### src/rtl/core/dtavg_pkg.sv
`default_nettype none

package dtavg_pkg;

  localparam int INT_DIGITS  = 9;
  localparam int FRAC_DIGITS = 4;
  localparam int COUNT_BITS  = 16;

  localparam int CH_W       = 8;
  localparam int AVG_W      = 45;
  localparam int CNT_W      = 16;
  localparam int MAG_W      = 44;
  localparam int SUM_W      = 62;
  localparam int INT_CNT_W  = $clog2(INT_DIGITS + 2);
  localparam int FRAC_CNT_W = $clog2(FRAC_DIGITS + 2);
  localparam int POW_W      = $clog2(10 ** FRAC_DIGITS + 1);
  localparam int FIFO_DEPTH = 4;
  localparam int FIFO_PTR_W = $clog2(FIFO_DEPTH);

  localparam logic [CH_W-1:0] CH_MINUS = 8'h2D;
  localparam logic [CH_W-1:0] CH_POINT = 8'h2E;
  localparam logic [CH_W-1:0] CH_COMMA = 8'h2C;
  localparam logic [CH_W-1:0] CH_SPACE = 8'h20;
  localparam logic [CH_W-1:0] CH_LF    = 8'h0A;
  localparam logic [CH_W-1:0] CH_ZERO  = 8'h30;
  localparam logic [CH_W-1:0] CH_NINE  = 8'h39;

  typedef enum logic [2:0] {
    CLS_DIGIT,
    CLS_MINUS,
    CLS_POINT,
    CLS_SEP,
    CLS_OTHER
  } char_class_t;

  typedef struct packed {
    logic [CH_W-1:0] ch;
    logic            last;
  } in_item_t;

  typedef struct packed {
    logic signed [AVG_W-1:0] average;
    logic [CNT_W-1:0]        count;
    logic                    overflow;
  } out_item_t;

  typedef struct packed {
    char_class_t cls;
    logic [3:0]  digit;
    logic        last;
  } tok_item_t;

  typedef struct packed {
    logic running;
    logic dividing;
    logic finishing;
  } back_stat_t;

  function automatic logic [POW_W-1:0] pow10(input logic [FRAC_CNT_W-1:0] idx);
    logic [POW_W-1:0] p;
    case (int'(idx))
      0:       p = POW_W'(64'd1);
      1:       p = POW_W'(64'd10);
      2:       p = POW_W'(64'd100);
      3:       p = POW_W'(64'd1000);
      4:       p = POW_W'(64'd10000);
      5:       p = POW_W'(64'd100000);
      6:       p = POW_W'(64'd1000000);
      default: p = POW_W'(64'd1);
    endcase
    return p;
  endfunction

endpackage

`default_nettype wire

### src/rtl/core/dtavg_front.sv
`default_nettype none

module dtavg_front (
  input  wire logic                 byte_valid,
  input  wire dtavg_pkg::in_item_t  byte_data,
  output logic                      byte_stall,
  input  wire logic                 fifo_full,
  output logic                      push,
  output dtavg_pkg::tok_item_t      item
);
  import dtavg_pkg::*;

  assign byte_stall = fifo_full;
  assign push       = byte_valid && !fifo_full;

  always_comb begin
    item.last  = byte_data.last;
    item.digit = 4'(byte_data.ch - CH_ZERO);
    if (byte_data.ch >= CH_ZERO && byte_data.ch <= CH_NINE) begin
      item.cls = CLS_DIGIT;
    end else if (byte_data.ch == CH_MINUS) begin
      item.cls = CLS_MINUS;
    end else if (byte_data.ch == CH_POINT || byte_data.ch == CH_COMMA) begin
      item.cls = CLS_POINT;
    end else if (byte_data.ch == CH_SPACE || byte_data.ch == CH_LF) begin
      item.cls = CLS_SEP;
    end else begin
      item.cls = CLS_OTHER;
    end
  end

endmodule

`default_nettype wire

### src/rtl/core/dtavg_fifo.sv
`default_nettype none

module dtavg_fifo (
  input  wire logic                  clk,
  input  wire logic                  rst,
  input  wire logic                  push,
  input  wire dtavg_pkg::tok_item_t  wr_item,
  input  wire logic                  pop,
  output dtavg_pkg::tok_item_t       rd_item,
  output logic                       full,
  output logic                       empty
);
  import dtavg_pkg::*;

  tok_item_t             mem [FIFO_DEPTH];
  logic [FIFO_PTR_W-1:0] wr_ptr;
  logic [FIFO_PTR_W-1:0] rd_ptr;
  logic [FIFO_PTR_W:0]   fill;

  assign full    = (fill == (FIFO_PTR_W + 1)'(FIFO_DEPTH));
  assign empty   = (fill == '0);
  assign rd_item = mem[rd_ptr];

  always_ff @(posedge clk) begin
    if (push) begin
      mem[wr_ptr] <= wr_item;
    end
  end

  always_ff @(posedge clk) begin
    if (rst) begin
      wr_ptr <= '0;
      rd_ptr <= '0;
      fill   <= '0;
    end else begin
      if (push) begin
        wr_ptr <= wr_ptr + 1'b1;
      end
      if (pop) begin
        rd_ptr <= rd_ptr + 1'b1;
      end
      if (push && !pop) begin
        fill <= fill + 1'b1;
      end else if (pop && !push) begin
        fill <= fill - 1'b1;
      end
    end
  end

endmodule

`default_nettype wire

### src/rtl/core/dtavg_div.sv
`default_nettype none

module dtavg_div (
  input  wire logic                             clk,
  input  wire logic                             rst,
  input  wire logic                             start,
  input  wire logic [dtavg_pkg::SUM_W-1:0]      dividend,
  input  wire logic [dtavg_pkg::COUNT_BITS-1:0] divisor,
  output logic                                  done,
  output logic [dtavg_pkg::SUM_W-1:0]           quotient
);
  import dtavg_pkg::*;

  localparam int STEP_W = $clog2(SUM_W);

  logic                  busy;
  logic [STEP_W-1:0]     step;
  logic [COUNT_BITS-1:0] dsr;
  logic [COUNT_BITS-1:0] rem;
  logic [SUM_W-1:0]      q;
  logic [COUNT_BITS:0]   shifted;
  logic [COUNT_BITS:0]   trial;

  assign shifted  = {rem, q[SUM_W-1]};
  assign trial    = shifted - {1'b0, dsr};
  assign quotient = q;

  always_ff @(posedge clk) begin
    if (start) begin
      q   <= dividend;
      rem <= '0;
      dsr <= divisor;
    end else if (busy) begin
      if (!trial[COUNT_BITS]) begin
        rem <= trial[COUNT_BITS-1:0];
        q   <= {q[SUM_W-2:0], 1'b1};
      end else begin
        rem <= shifted[COUNT_BITS-1:0];
        q   <= {q[SUM_W-2:0], 1'b0};
      end
    end
  end

  always_ff @(posedge clk) begin
    if (rst) begin
      busy <= 1'b0;
      step <= '0;
      done <= 1'b0;
    end else begin
      done <= 1'b0;
      if (start) begin
        busy <= 1'b1;
        step <= STEP_W'(SUM_W - 1);
      end else if (busy) begin
        step <= step - 1'b1;
        if (step == '0) begin
          busy <= 1'b0;
          done <= 1'b1;
        end
      end
    end
  end

endmodule

`default_nettype wire

### src/rtl/core/dtavg_back.sv
`default_nettype none

module dtavg_back (
  input  wire logic                        clk,
  input  wire logic                        rst,
  input  wire logic                        fifo_empty,
  input  wire dtavg_pkg::tok_item_t        head,
  output logic                             pop,
  output logic                             div_start,
  output logic [dtavg_pkg::SUM_W-1:0]      div_dividend,
  output logic [dtavg_pkg::COUNT_BITS-1:0] div_divisor,
  input  wire logic                        div_done,
  input  wire logic [dtavg_pkg::SUM_W-1:0] div_quotient,
  output logic                             result_valid,
  input  wire logic                        result_stall,
  output dtavg_pkg::out_item_t             result_data,
  output dtavg_pkg::back_stat_t            stat
);
  import dtavg_pkg::*;

  typedef enum logic [5:0] {
    ST_RUN    = 6'b000001,
    ST_FLUSH  = 6'b000010,
    ST_SETTLE = 6'b000100,
    ST_LOAD   = 6'b001000,
    ST_DIV    = 6'b010000,
    ST_DONE   = 6'b100000
  } back_state_t;

  back_state_t           state, state_next;
  logic                  started, started_next;
  logic                  neg, neg_next;
  logic                  bad, bad_next;
  logic                  seen_point, seen_point_next;
  logic                  last_dig, last_dig_next;
  logic [MAG_W-1:0]      mag, mag_next;
  logic [INT_CNT_W-1:0]  int_cnt, int_cnt_next;
  logic [FRAC_CNT_W-1:0] frac_cnt, frac_cnt_next;
  logic [MAG_W-1:0]      prod, prod_next;
  logic                  prod_neg, prod_neg_next;
  logic                  prod_valid, prod_valid_next;
  logic [SUM_W-1:0]      sum, sum_next;
  logic [COUNT_BITS-1:0] vcount, vcount_next;
  logic                  ovf, ovf_next;
  logic                  sum_neg, sum_neg_next;
  logic                  cnt_zero, cnt_zero_next;
  logic                  result_valid_next;
  out_item_t             result_data_next;

  logic [MAG_W-1:0]      dig_mag;
  logic [INT_CNT_W-1:0]  dig_int;
  logic [FRAC_CNT_W-1:0] dig_frac;
  logic                  do_close;
  logic                  close_hit;
  logic                  clear_all;
  logic [AVG_W-1:0]      q_avg;

  assign stat.running   = (state == ST_RUN);
  assign stat.dividing  = (state == ST_DIV);
  assign stat.finishing = (state == ST_DONE);

  assign div_dividend = sum[SUM_W-1] ? (~sum + 1'b1) : sum;
  assign div_divisor  = vcount;
  assign q_avg        = AVG_W'(div_quotient);
  assign close_hit    = started && !bad && last_dig;

  // digit path of the current token
  always_comb begin
    dig_mag  = mag;
    dig_int  = int_cnt;
    dig_frac = frac_cnt;
    if (!seen_point) begin
      if (!(mag == '0 && head.digit == '0) && int_cnt <= INT_CNT_W'(INT_DIGITS)) begin
        dig_int = int_cnt + 1'b1;
        if (int_cnt < INT_CNT_W'(INT_DIGITS)) begin
          dig_mag = MAG_W'(mag * 4'd10) + MAG_W'(head.digit);
        end
      end
    end else if (frac_cnt < FRAC_CNT_W'(FRAC_DIGITS)) begin
      dig_mag  = MAG_W'(mag * 4'd10) + MAG_W'(head.digit);
      dig_frac = frac_cnt + 1'b1;
    end
  end

  always_comb begin
    state_next        = state;
    started_next      = started;
    neg_next          = neg;
    bad_next          = bad;
    seen_point_next   = seen_point;
    last_dig_next     = last_dig;
    mag_next          = mag;
    int_cnt_next      = int_cnt;
    frac_cnt_next     = frac_cnt;
    prod_next         = prod;
    prod_neg_next     = prod_neg;
    prod_valid_next   = 1'b0;
    vcount_next       = vcount;
    ovf_next          = ovf;
    sum_neg_next      = sum_neg;
    cnt_zero_next     = cnt_zero;
    result_valid_next = result_valid && result_stall;
    result_data_next  = result_data;
    pop               = 1'b0;
    div_start         = 1'b0;
    do_close          = 1'b0;
    clear_all         = 1'b0;

    if (prod_valid) begin
      sum_next = prod_neg ? (sum - SUM_W'(prod)) : (sum + SUM_W'(prod));
    end else begin
      sum_next = sum;
    end

    case (state)
      ST_RUN: begin
        if (!fifo_empty) begin
          pop = 1'b1;
          if (head.cls == CLS_SEP) begin
            do_close = 1'b1;
          end else if (!started) begin
            started_next = 1'b1;
            if (head.cls == CLS_MINUS) begin
              neg_next      = 1'b1;
              last_dig_next = 1'b0;
            end else if (head.cls == CLS_DIGIT) begin
              last_dig_next = 1'b1;
              mag_next      = dig_mag;
              int_cnt_next  = dig_int;
              frac_cnt_next = dig_frac;
            end else begin
              bad_next      = 1'b1;
              last_dig_next = 1'b0;
            end
          end else if (head.cls == CLS_DIGIT) begin
            last_dig_next = 1'b1;
            mag_next      = dig_mag;
            int_cnt_next  = dig_int;
            frac_cnt_next = dig_frac;
          end else if (head.cls == CLS_POINT) begin
            if (seen_point) begin
              bad_next = 1'b1;
            end
            seen_point_next = 1'b1;
            last_dig_next   = 1'b0;
          end else begin
            bad_next      = 1'b1;
            last_dig_next = 1'b0;
          end
          if (head.last) begin
            state_next = ST_FLUSH;
          end
        end
      end
      ST_FLUSH: begin
        do_close   = 1'b1;
        state_next = ST_SETTLE;
      end
      ST_SETTLE: begin
        state_next = ST_LOAD;
      end
      ST_LOAD: begin
        sum_neg_next  = sum[SUM_W-1];
        cnt_zero_next = (vcount == '0);
        if (vcount == '0) begin
          state_next = ST_DONE;
        end else begin
          div_start  = 1'b1;
          state_next = ST_DIV;
        end
      end
      ST_DIV: begin
        if (div_done) begin
          state_next = ST_DONE;
        end
      end
      ST_DONE: begin
        if (!result_valid || !result_stall) begin
          result_valid_next         = 1'b1;
          result_data_next.count    = CNT_W'(vcount);
          result_data_next.overflow = ovf;
          if (cnt_zero) begin
            result_data_next.average = '0;
          end else if (sum_neg) begin
            result_data_next.average = ~q_avg + 1'b1;
          end else begin
            result_data_next.average = q_avg;
          end
          clear_all  = 1'b1;
          state_next = ST_RUN;
        end
      end
      default: begin
        state_next = ST_RUN;
      end
    endcase

    if (do_close) begin
      if (close_hit) begin
        if (int_cnt > INT_CNT_W'(INT_DIGITS) || vcount == '1) begin
          ovf_next = 1'b1;
        end else begin
          prod_next       = MAG_W'(mag * pow10(FRAC_CNT_W'(FRAC_DIGITS) - frac_cnt));
          prod_neg_next   = neg;
          prod_valid_next = 1'b1;
          vcount_next     = vcount + 1'b1;
        end
      end
    end

    if (do_close || clear_all) begin
      started_next    = 1'b0;
      neg_next        = 1'b0;
      bad_next        = 1'b0;
      seen_point_next = 1'b0;
      last_dig_next   = 1'b0;
      mag_next        = '0;
      int_cnt_next    = '0;
      frac_cnt_next   = '0;
    end

    if (clear_all) begin
      sum_next        = '0;
      vcount_next     = '0;
      ovf_next        = 1'b0;
      prod_valid_next = 1'b0;
    end
  end

  always_ff @(posedge clk) begin
    prod        <= prod_next;
    prod_neg    <= prod_neg_next;
    sum_neg     <= sum_neg_next;
    cnt_zero    <= cnt_zero_next;
    result_data <= result_data_next;
  end

  always_ff @(posedge clk) begin
    if (rst) begin
      state        <= ST_RUN;
      started      <= 1'b0;
      neg          <= 1'b0;
      bad          <= 1'b0;
      seen_point   <= 1'b0;
      last_dig     <= 1'b0;
      mag          <= '0;
      int_cnt      <= '0;
      frac_cnt     <= '0;
      prod_valid   <= 1'b0;
      sum          <= '0;
      vcount       <= '0;
      ovf          <= 1'b0;
      result_valid <= 1'b0;
    end else begin
      state        <= state_next;
      started      <= started_next;
      neg          <= neg_next;
      bad          <= bad_next;
      seen_point   <= seen_point_next;
      last_dig     <= last_dig_next;
      mag          <= mag_next;
      int_cnt      <= int_cnt_next;
      frac_cnt     <= frac_cnt_next;
      prod_valid   <= prod_valid_next;
      sum          <= sum_next;
      vcount       <= vcount_next;
      ovf          <= ovf_next;
      result_valid <= result_valid_next;
    end
  end

endmodule

`default_nettype wire

### src/rtl/core/decimal_token_average_unit.sv
// throughput: one byte per cycle; the four-entry front queue takes bytes while a result is built, then stalls
// path: each transferred byte is registered in the front queue and reaches the token parser from the queue head
// result: after the last byte the parser passes flush, settle and load, then the 62-step bit-serial divider, then done
// a stream with no valid token skips the divider and goes from load straight to done
// reset: synchronous, clears the queue, token state, sum, count, overflow flag and result valid
`default_nettype none

module decimal_token_average_unit (
  input  wire logic                 clk,
  input  wire logic                 rst,
  input  wire logic                 byte_valid,
  output logic                      byte_stall,
  input  wire dtavg_pkg::in_item_t  byte_data,
  output logic                      result_valid,
  input  wire logic                 result_stall,
  output dtavg_pkg::out_item_t      result_data
);
  import dtavg_pkg::*;

  tok_item_t             wr_item;
  tok_item_t             head;
  logic                  push;
  logic                  pop;
  logic                  fifo_full;
  logic                  fifo_empty;
  logic                  div_start;
  logic                  div_done;
  logic [SUM_W-1:0]      div_dividend;
  logic [COUNT_BITS-1:0] div_divisor;
  logic [SUM_W-1:0]      div_quotient;
  back_stat_t            stat;

  dtavg_front u_front (
    .byte_valid (byte_valid),
    .byte_data  (byte_data),
    .byte_stall (byte_stall),
    .fifo_full  (fifo_full),
    .push       (push),
    .item       (wr_item)
  );

  dtavg_fifo u_fifo (
    .clk     (clk),
    .rst     (rst),
    .push    (push),
    .wr_item (wr_item),
    .pop     (pop),
    .rd_item (head),
    .full    (fifo_full),
    .empty   (fifo_empty)
  );

  dtavg_div u_div (
    .clk      (clk),
    .rst      (rst),
    .start    (div_start),
    .dividend (div_dividend),
    .divisor  (div_divisor),
    .done     (div_done),
    .quotient (div_quotient)
  );

  dtavg_back u_back (
    .clk          (clk),
    .rst          (rst),
    .fifo_empty   (fifo_empty),
    .head         (head),
    .pop          (pop),
    .div_start    (div_start),
    .div_dividend (div_dividend),
    .div_divisor  (div_divisor),
    .div_done     (div_done),
    .div_quotient (div_quotient),
    .result_valid (result_valid),
    .result_stall (result_stall),
    .result_data  (result_data),
    .stat         (stat)
  );

`ifndef SYNTHESIS
  a_pop_not_empty: assert property (@(posedge clk) disable iff (rst) pop |-> !fifo_empty)
    else $error("queue popped while empty");
  a_done_in_div: assert property (@(posedge clk) disable iff (rst) div_done |-> stat.dividing)
    else $error("divider finished outside the divide state");
  a_start_leaves_run: assert property (@(posedge clk) disable iff (rst)
    div_start |=> !stat.running)
    else $error("parser resumed while the divider runs");
  a_result_from_done: assert property (@(posedge clk) disable iff (rst)
    $rose(result_valid) |-> $past(stat.finishing))
    else $error("result raised outside the finishing state");
`endif

endmodule

`default_nettype wire
### config.mk
export PLATFORM = sky130hd
export DESIGN_NAME = decimal_token_average_unit
export DESIGN_NICKNAME = d
export VERILOG_FILES = /design/src/rtl/core/dtavg_pkg.sv /design/src/rtl/core/dtavg_front.sv /design/src/rtl/core/dtavg_fifo.sv /design/src/rtl/core/dtavg_div.sv /design/src/rtl/core/dtavg_back.sv /design/src/rtl/core/decimal_token_average_unit.sv
export SDC_FILE = /design/constraint.sdc
export NUM_CORES = 2
export LEC_CHECK = 0
export ABC_AREA = 1
export BUFFER_PORTS_ARGS = -buffer_cell sky130_fd_sc_hd__buf_2
export CAP_MARGIN = 40
export CORE_MARGIN = 2
export CORE_UTILIZATION = 50
export DETAILED_ROUTE_END_ITERATION = 6
export PLACE_DENSITY = 0.7
export RECOVER_POWER = 100
export SYNTH_ARGS = -nofsm -noshare
export SYNTH_HDL_FRONTEND = slang
export SYNTH_SLANG_ARGS = --single-unit
### constraint.sdc
create_clock -name clk -period 21.3 [get_ports clk]
set_input_delay 4.26 -clock clk [delete_from_list [all_inputs] [get_ports clk]]
set_output_delay 4.26 -clock clk [all_outputs]
set_load 0.01 [all_outputs]
==> impl_metrics.tcl <==
set metrics [dict create \
    drv_slew 512 \
    grt.total_usage_pct 28.60 \
    critPathLaunch "u_back.frac_cnt[0]" \
    grt_overflow 0 \
    p_leak_nw 22.08 \
    dieArea_um2 88980 \
    initial_core_util_pct 50.62 \
    finalCriticalPeriod_ns 9.684 \
    relSlewSlack_pct -127.6 \
    areaGrowthSynthToFinish_pct 6.931 \
    top_layer "met5" \
    dr_wl_met3_mm 10.03 \
    num_io_pins 77 \
    violations "max-capacitance violations, max-slew violations" \
    cts_resized 0 \
    drt-met1-wl_mm 55.57 \
    fin_crit_sh_pct 45.46 \
    cts_buffer_depth 3 \
    cp_data_arrival_time_ns 10.04 \
    vdd_ir_drop_max_v 0.00005588 \
    finalSetupViolCount 0 \
    worst_hold_path_type "reg2reg" \
    place_hpwl_mm 100.9 \
    netlist_top_cells_area "fa_1 17%, edfxtp_1 15%, nand2_1 11%" \
    p_per_area_nw_per_um2 78.52 \
    ys_top_cells_by_count "1288 x nand2_1, 1094 x inv_1, 617 x nor2_1, 373 x a21oi_1, 359 x fa_1" \
    cp-end-kind "flip-flop" \
    core_um2 85550 \
    die_x_um 298.3 \
    yosysSeqAreaShare_pct 23.32 \
    finalNonFillerCells 7121 \
    slowest_delay_ns 1.13 \
    yosysUniqueCellTypes 71 \
    yosysTopAreaCellShare_pct 16.60 \
    numCtsBuffers 48 \
    placed_cells 7032 \
    drive_gt1_share_pct 4.417 \
    start_kind "flip-flop" \
    max_cap_viol_count 10 \
    cpMostUsedCell "inv_1" \
    cts_tree "built" \
    io_buffer_count 76 \
    cts_setup_buffers 0 \
    cts_root_buf "clkbuf_16" \
    rr_startpoint "u_back.frac_cnt[0]" \
    worstReg2RegEnd "u_back.prod[43]" \
    status "finished, violations left" \
    synth-seq-cells 395 \
    yosysMostFrequentCell "nand2_1" \
    critPathKind "reg2reg" \
    clock-sinks 395 \
    yosysWarnings 0 \
    crit_end "u_back.prod[43]" \
    clk_latency_ns 0.60 \
    postSynthAreaPerCell_um2 7.306 \
    grt_pass1_wl_mm 204.5 \
    route.met2.wl_mm 56.07 \
    routabilityCongestion 0.9808 \
    crit_required_ns 21.65 \
    drcViolationCount 0 \
    final_nets 6591 \
    synth.largest_area_cell "fa_1" \
    drt_wl_total_mm 126.1 \
    grt_max_degree 66 \
    synth_edf_count 219 \
    reg2reg_slack_ns 11.62 \
    vias_per_cell 5.438 \
    max_freq_ghz 0.1033 \
    rows 107 \
    htreeDepth 2 \
    synth_nets 6580 \
    r2r_cells 31 \
    placed_area_um2 44880 \
    finalHoldViolations 0 \
    drtPass1Iterations 6 \
    rsz0062_at_grt "no" \
    slowest_stage "nand2_1" \
    synthArstFlopShare_pct 0 \
    routedWlPerCell_um 17.70 \
    syn_area_um2 43310 \
    vias 38722 \
    antenna_found_initial 1 \
    ant_nets 0 \
    clock-skew-final_ns 0.01998 \
    worst_pin_slew_ns 3.414 \
    design_area_um2 46310 \
    synth_flop_cell "edfxtp_1" \
    die_y_um 298.3 \
    hold_depth 0 \
    hold_buffers 0 \
    setup-tns-final_ns 0 \
    path_max_fanout 37 \
    grt_pass1_vias 38021 \
    diodes 0 \
    synth_cells 5927 \
    cts.clk_slew.worst_paths_ns 0.06 \
    initialDrtViolationCount 3238 \
]
==> worst min path at each step <==
| stage | start | endpoint | slack (ns) |
|---|---|---|---|
| after CTS | u_back.neg | u_back.prod_neg | 0.47 |
| after global routing | u_back.ovf | u_back.result_data[0] | 0.48 |
| after global placement | u_back.int_cnt[3] | u_back.int_cnt[3] | 0.45 |
| after detailed placement | u_back.ovf | u_back.result_data[0] | 0.45 |
| final | u_back.ovf | u_back.result_data[0] | 0.46 |
| after floorplan | u_back.sum[61] | u_back.sum_neg | 0.41 |
==> state kept, by name (all words and copies together), names as in the netlist, 3 cells and up, named ones only <==
name	count
u_div.dsr	16
u_fifo.mem	32
u_back.div_divisor	16
u_div.step	6
u_back.mag	44
u_fifo.fill	3
u_back.prod	44
u_back.state	6
u_back.result_data	62
u_back.frac_cnt	3
u_back.int_cnt	4
u_div.rem	16
u_div.quotient	62
u_back.sum	62
==> per-stage QoR <==
| step | hold WS [ns] | util, % | power (mW) | setup WS (ns) |
|---|---|---|---|---|
| 2_1_floorplan | 0.4064 | - | 2.279 | 13.07 |
| 3_3_place_gp | 0.4463 | 52.34 | 2.746 | 13.01 |
| 3_5_place_dp | 0.4523 | 52.46 | 2.775 | 12.84 |
| 4_1_cts | 0.4654 | 54.41 | 3.658 | 12.83 |
| 5_1_grt | 0.4805 | 54.13 | 3.938 | 11.04 |
| 6_report | 0.4605 | 54.13 | 3.636 | 11.62 |
==> power by group <==
part	switching (mW)	internal (mW)	total [mW]	leakage, nW
registers	0.120	0.890	1.01	3.37
logic	1.13	0.624	1.75	17.9
clock network	0.350	0.521	0.871	0.809
==> kinds of logic (layout without fill, tap and decap cells) <==
group / after synthesis / after routing / share of synthesized area (%)
compound gates: 901 / 901 / 11.55
fa+ha+maj: 640 / 640 / 24.71
simple gates: 2469 / 2469 / 24.43
buf+inv: 1290 / 1340 / 11.27
xor+xnor: 232 / 232 / 4.709
flops: 395 / 395 / 23.32
==> per-layer routing <==
metal  vias to the layer above  track usage (%)
met5                         -                0
met4                         2            9.045
met3                       223            4.441
met2                      1430            46.32
met1                     18201            39.27
li1                      18866                -
==> final cells by class <==
type,count,area [um2]
fill,8290,39240
multi-input combinational,4242,28300
sequential,395,10100
inverter,1135,4262
tap,1144,1431
clock buffer,52,1237
timing repair buffer,116,543.0
clock inverter,37,432.9
==> worst max-delay path: cells and delay by family, from the launching register on <==
family	cells	cell delay (ns)
flip-flops	1	0.42
adder cells (fa/ha/maj)	9	4.03
buffers and inverters	10	1.74
XOR/XNOR	2	0.34
AND/OR/NAND/NOR	10	2.85
==> placed cells by master (no fill, tap or decap), types with 175 or more instances in the layout <==
cell and n:
nand2_1 1291, edfxtp_1 219, dfxtp_1 175, fa_1 359, a21oi_1 373, ha_1 281
o21ai_0 329, inv_1 1099, nor2_1 616, nand3_1 215
Note: power is estimated with default switching activity, not from simulation.
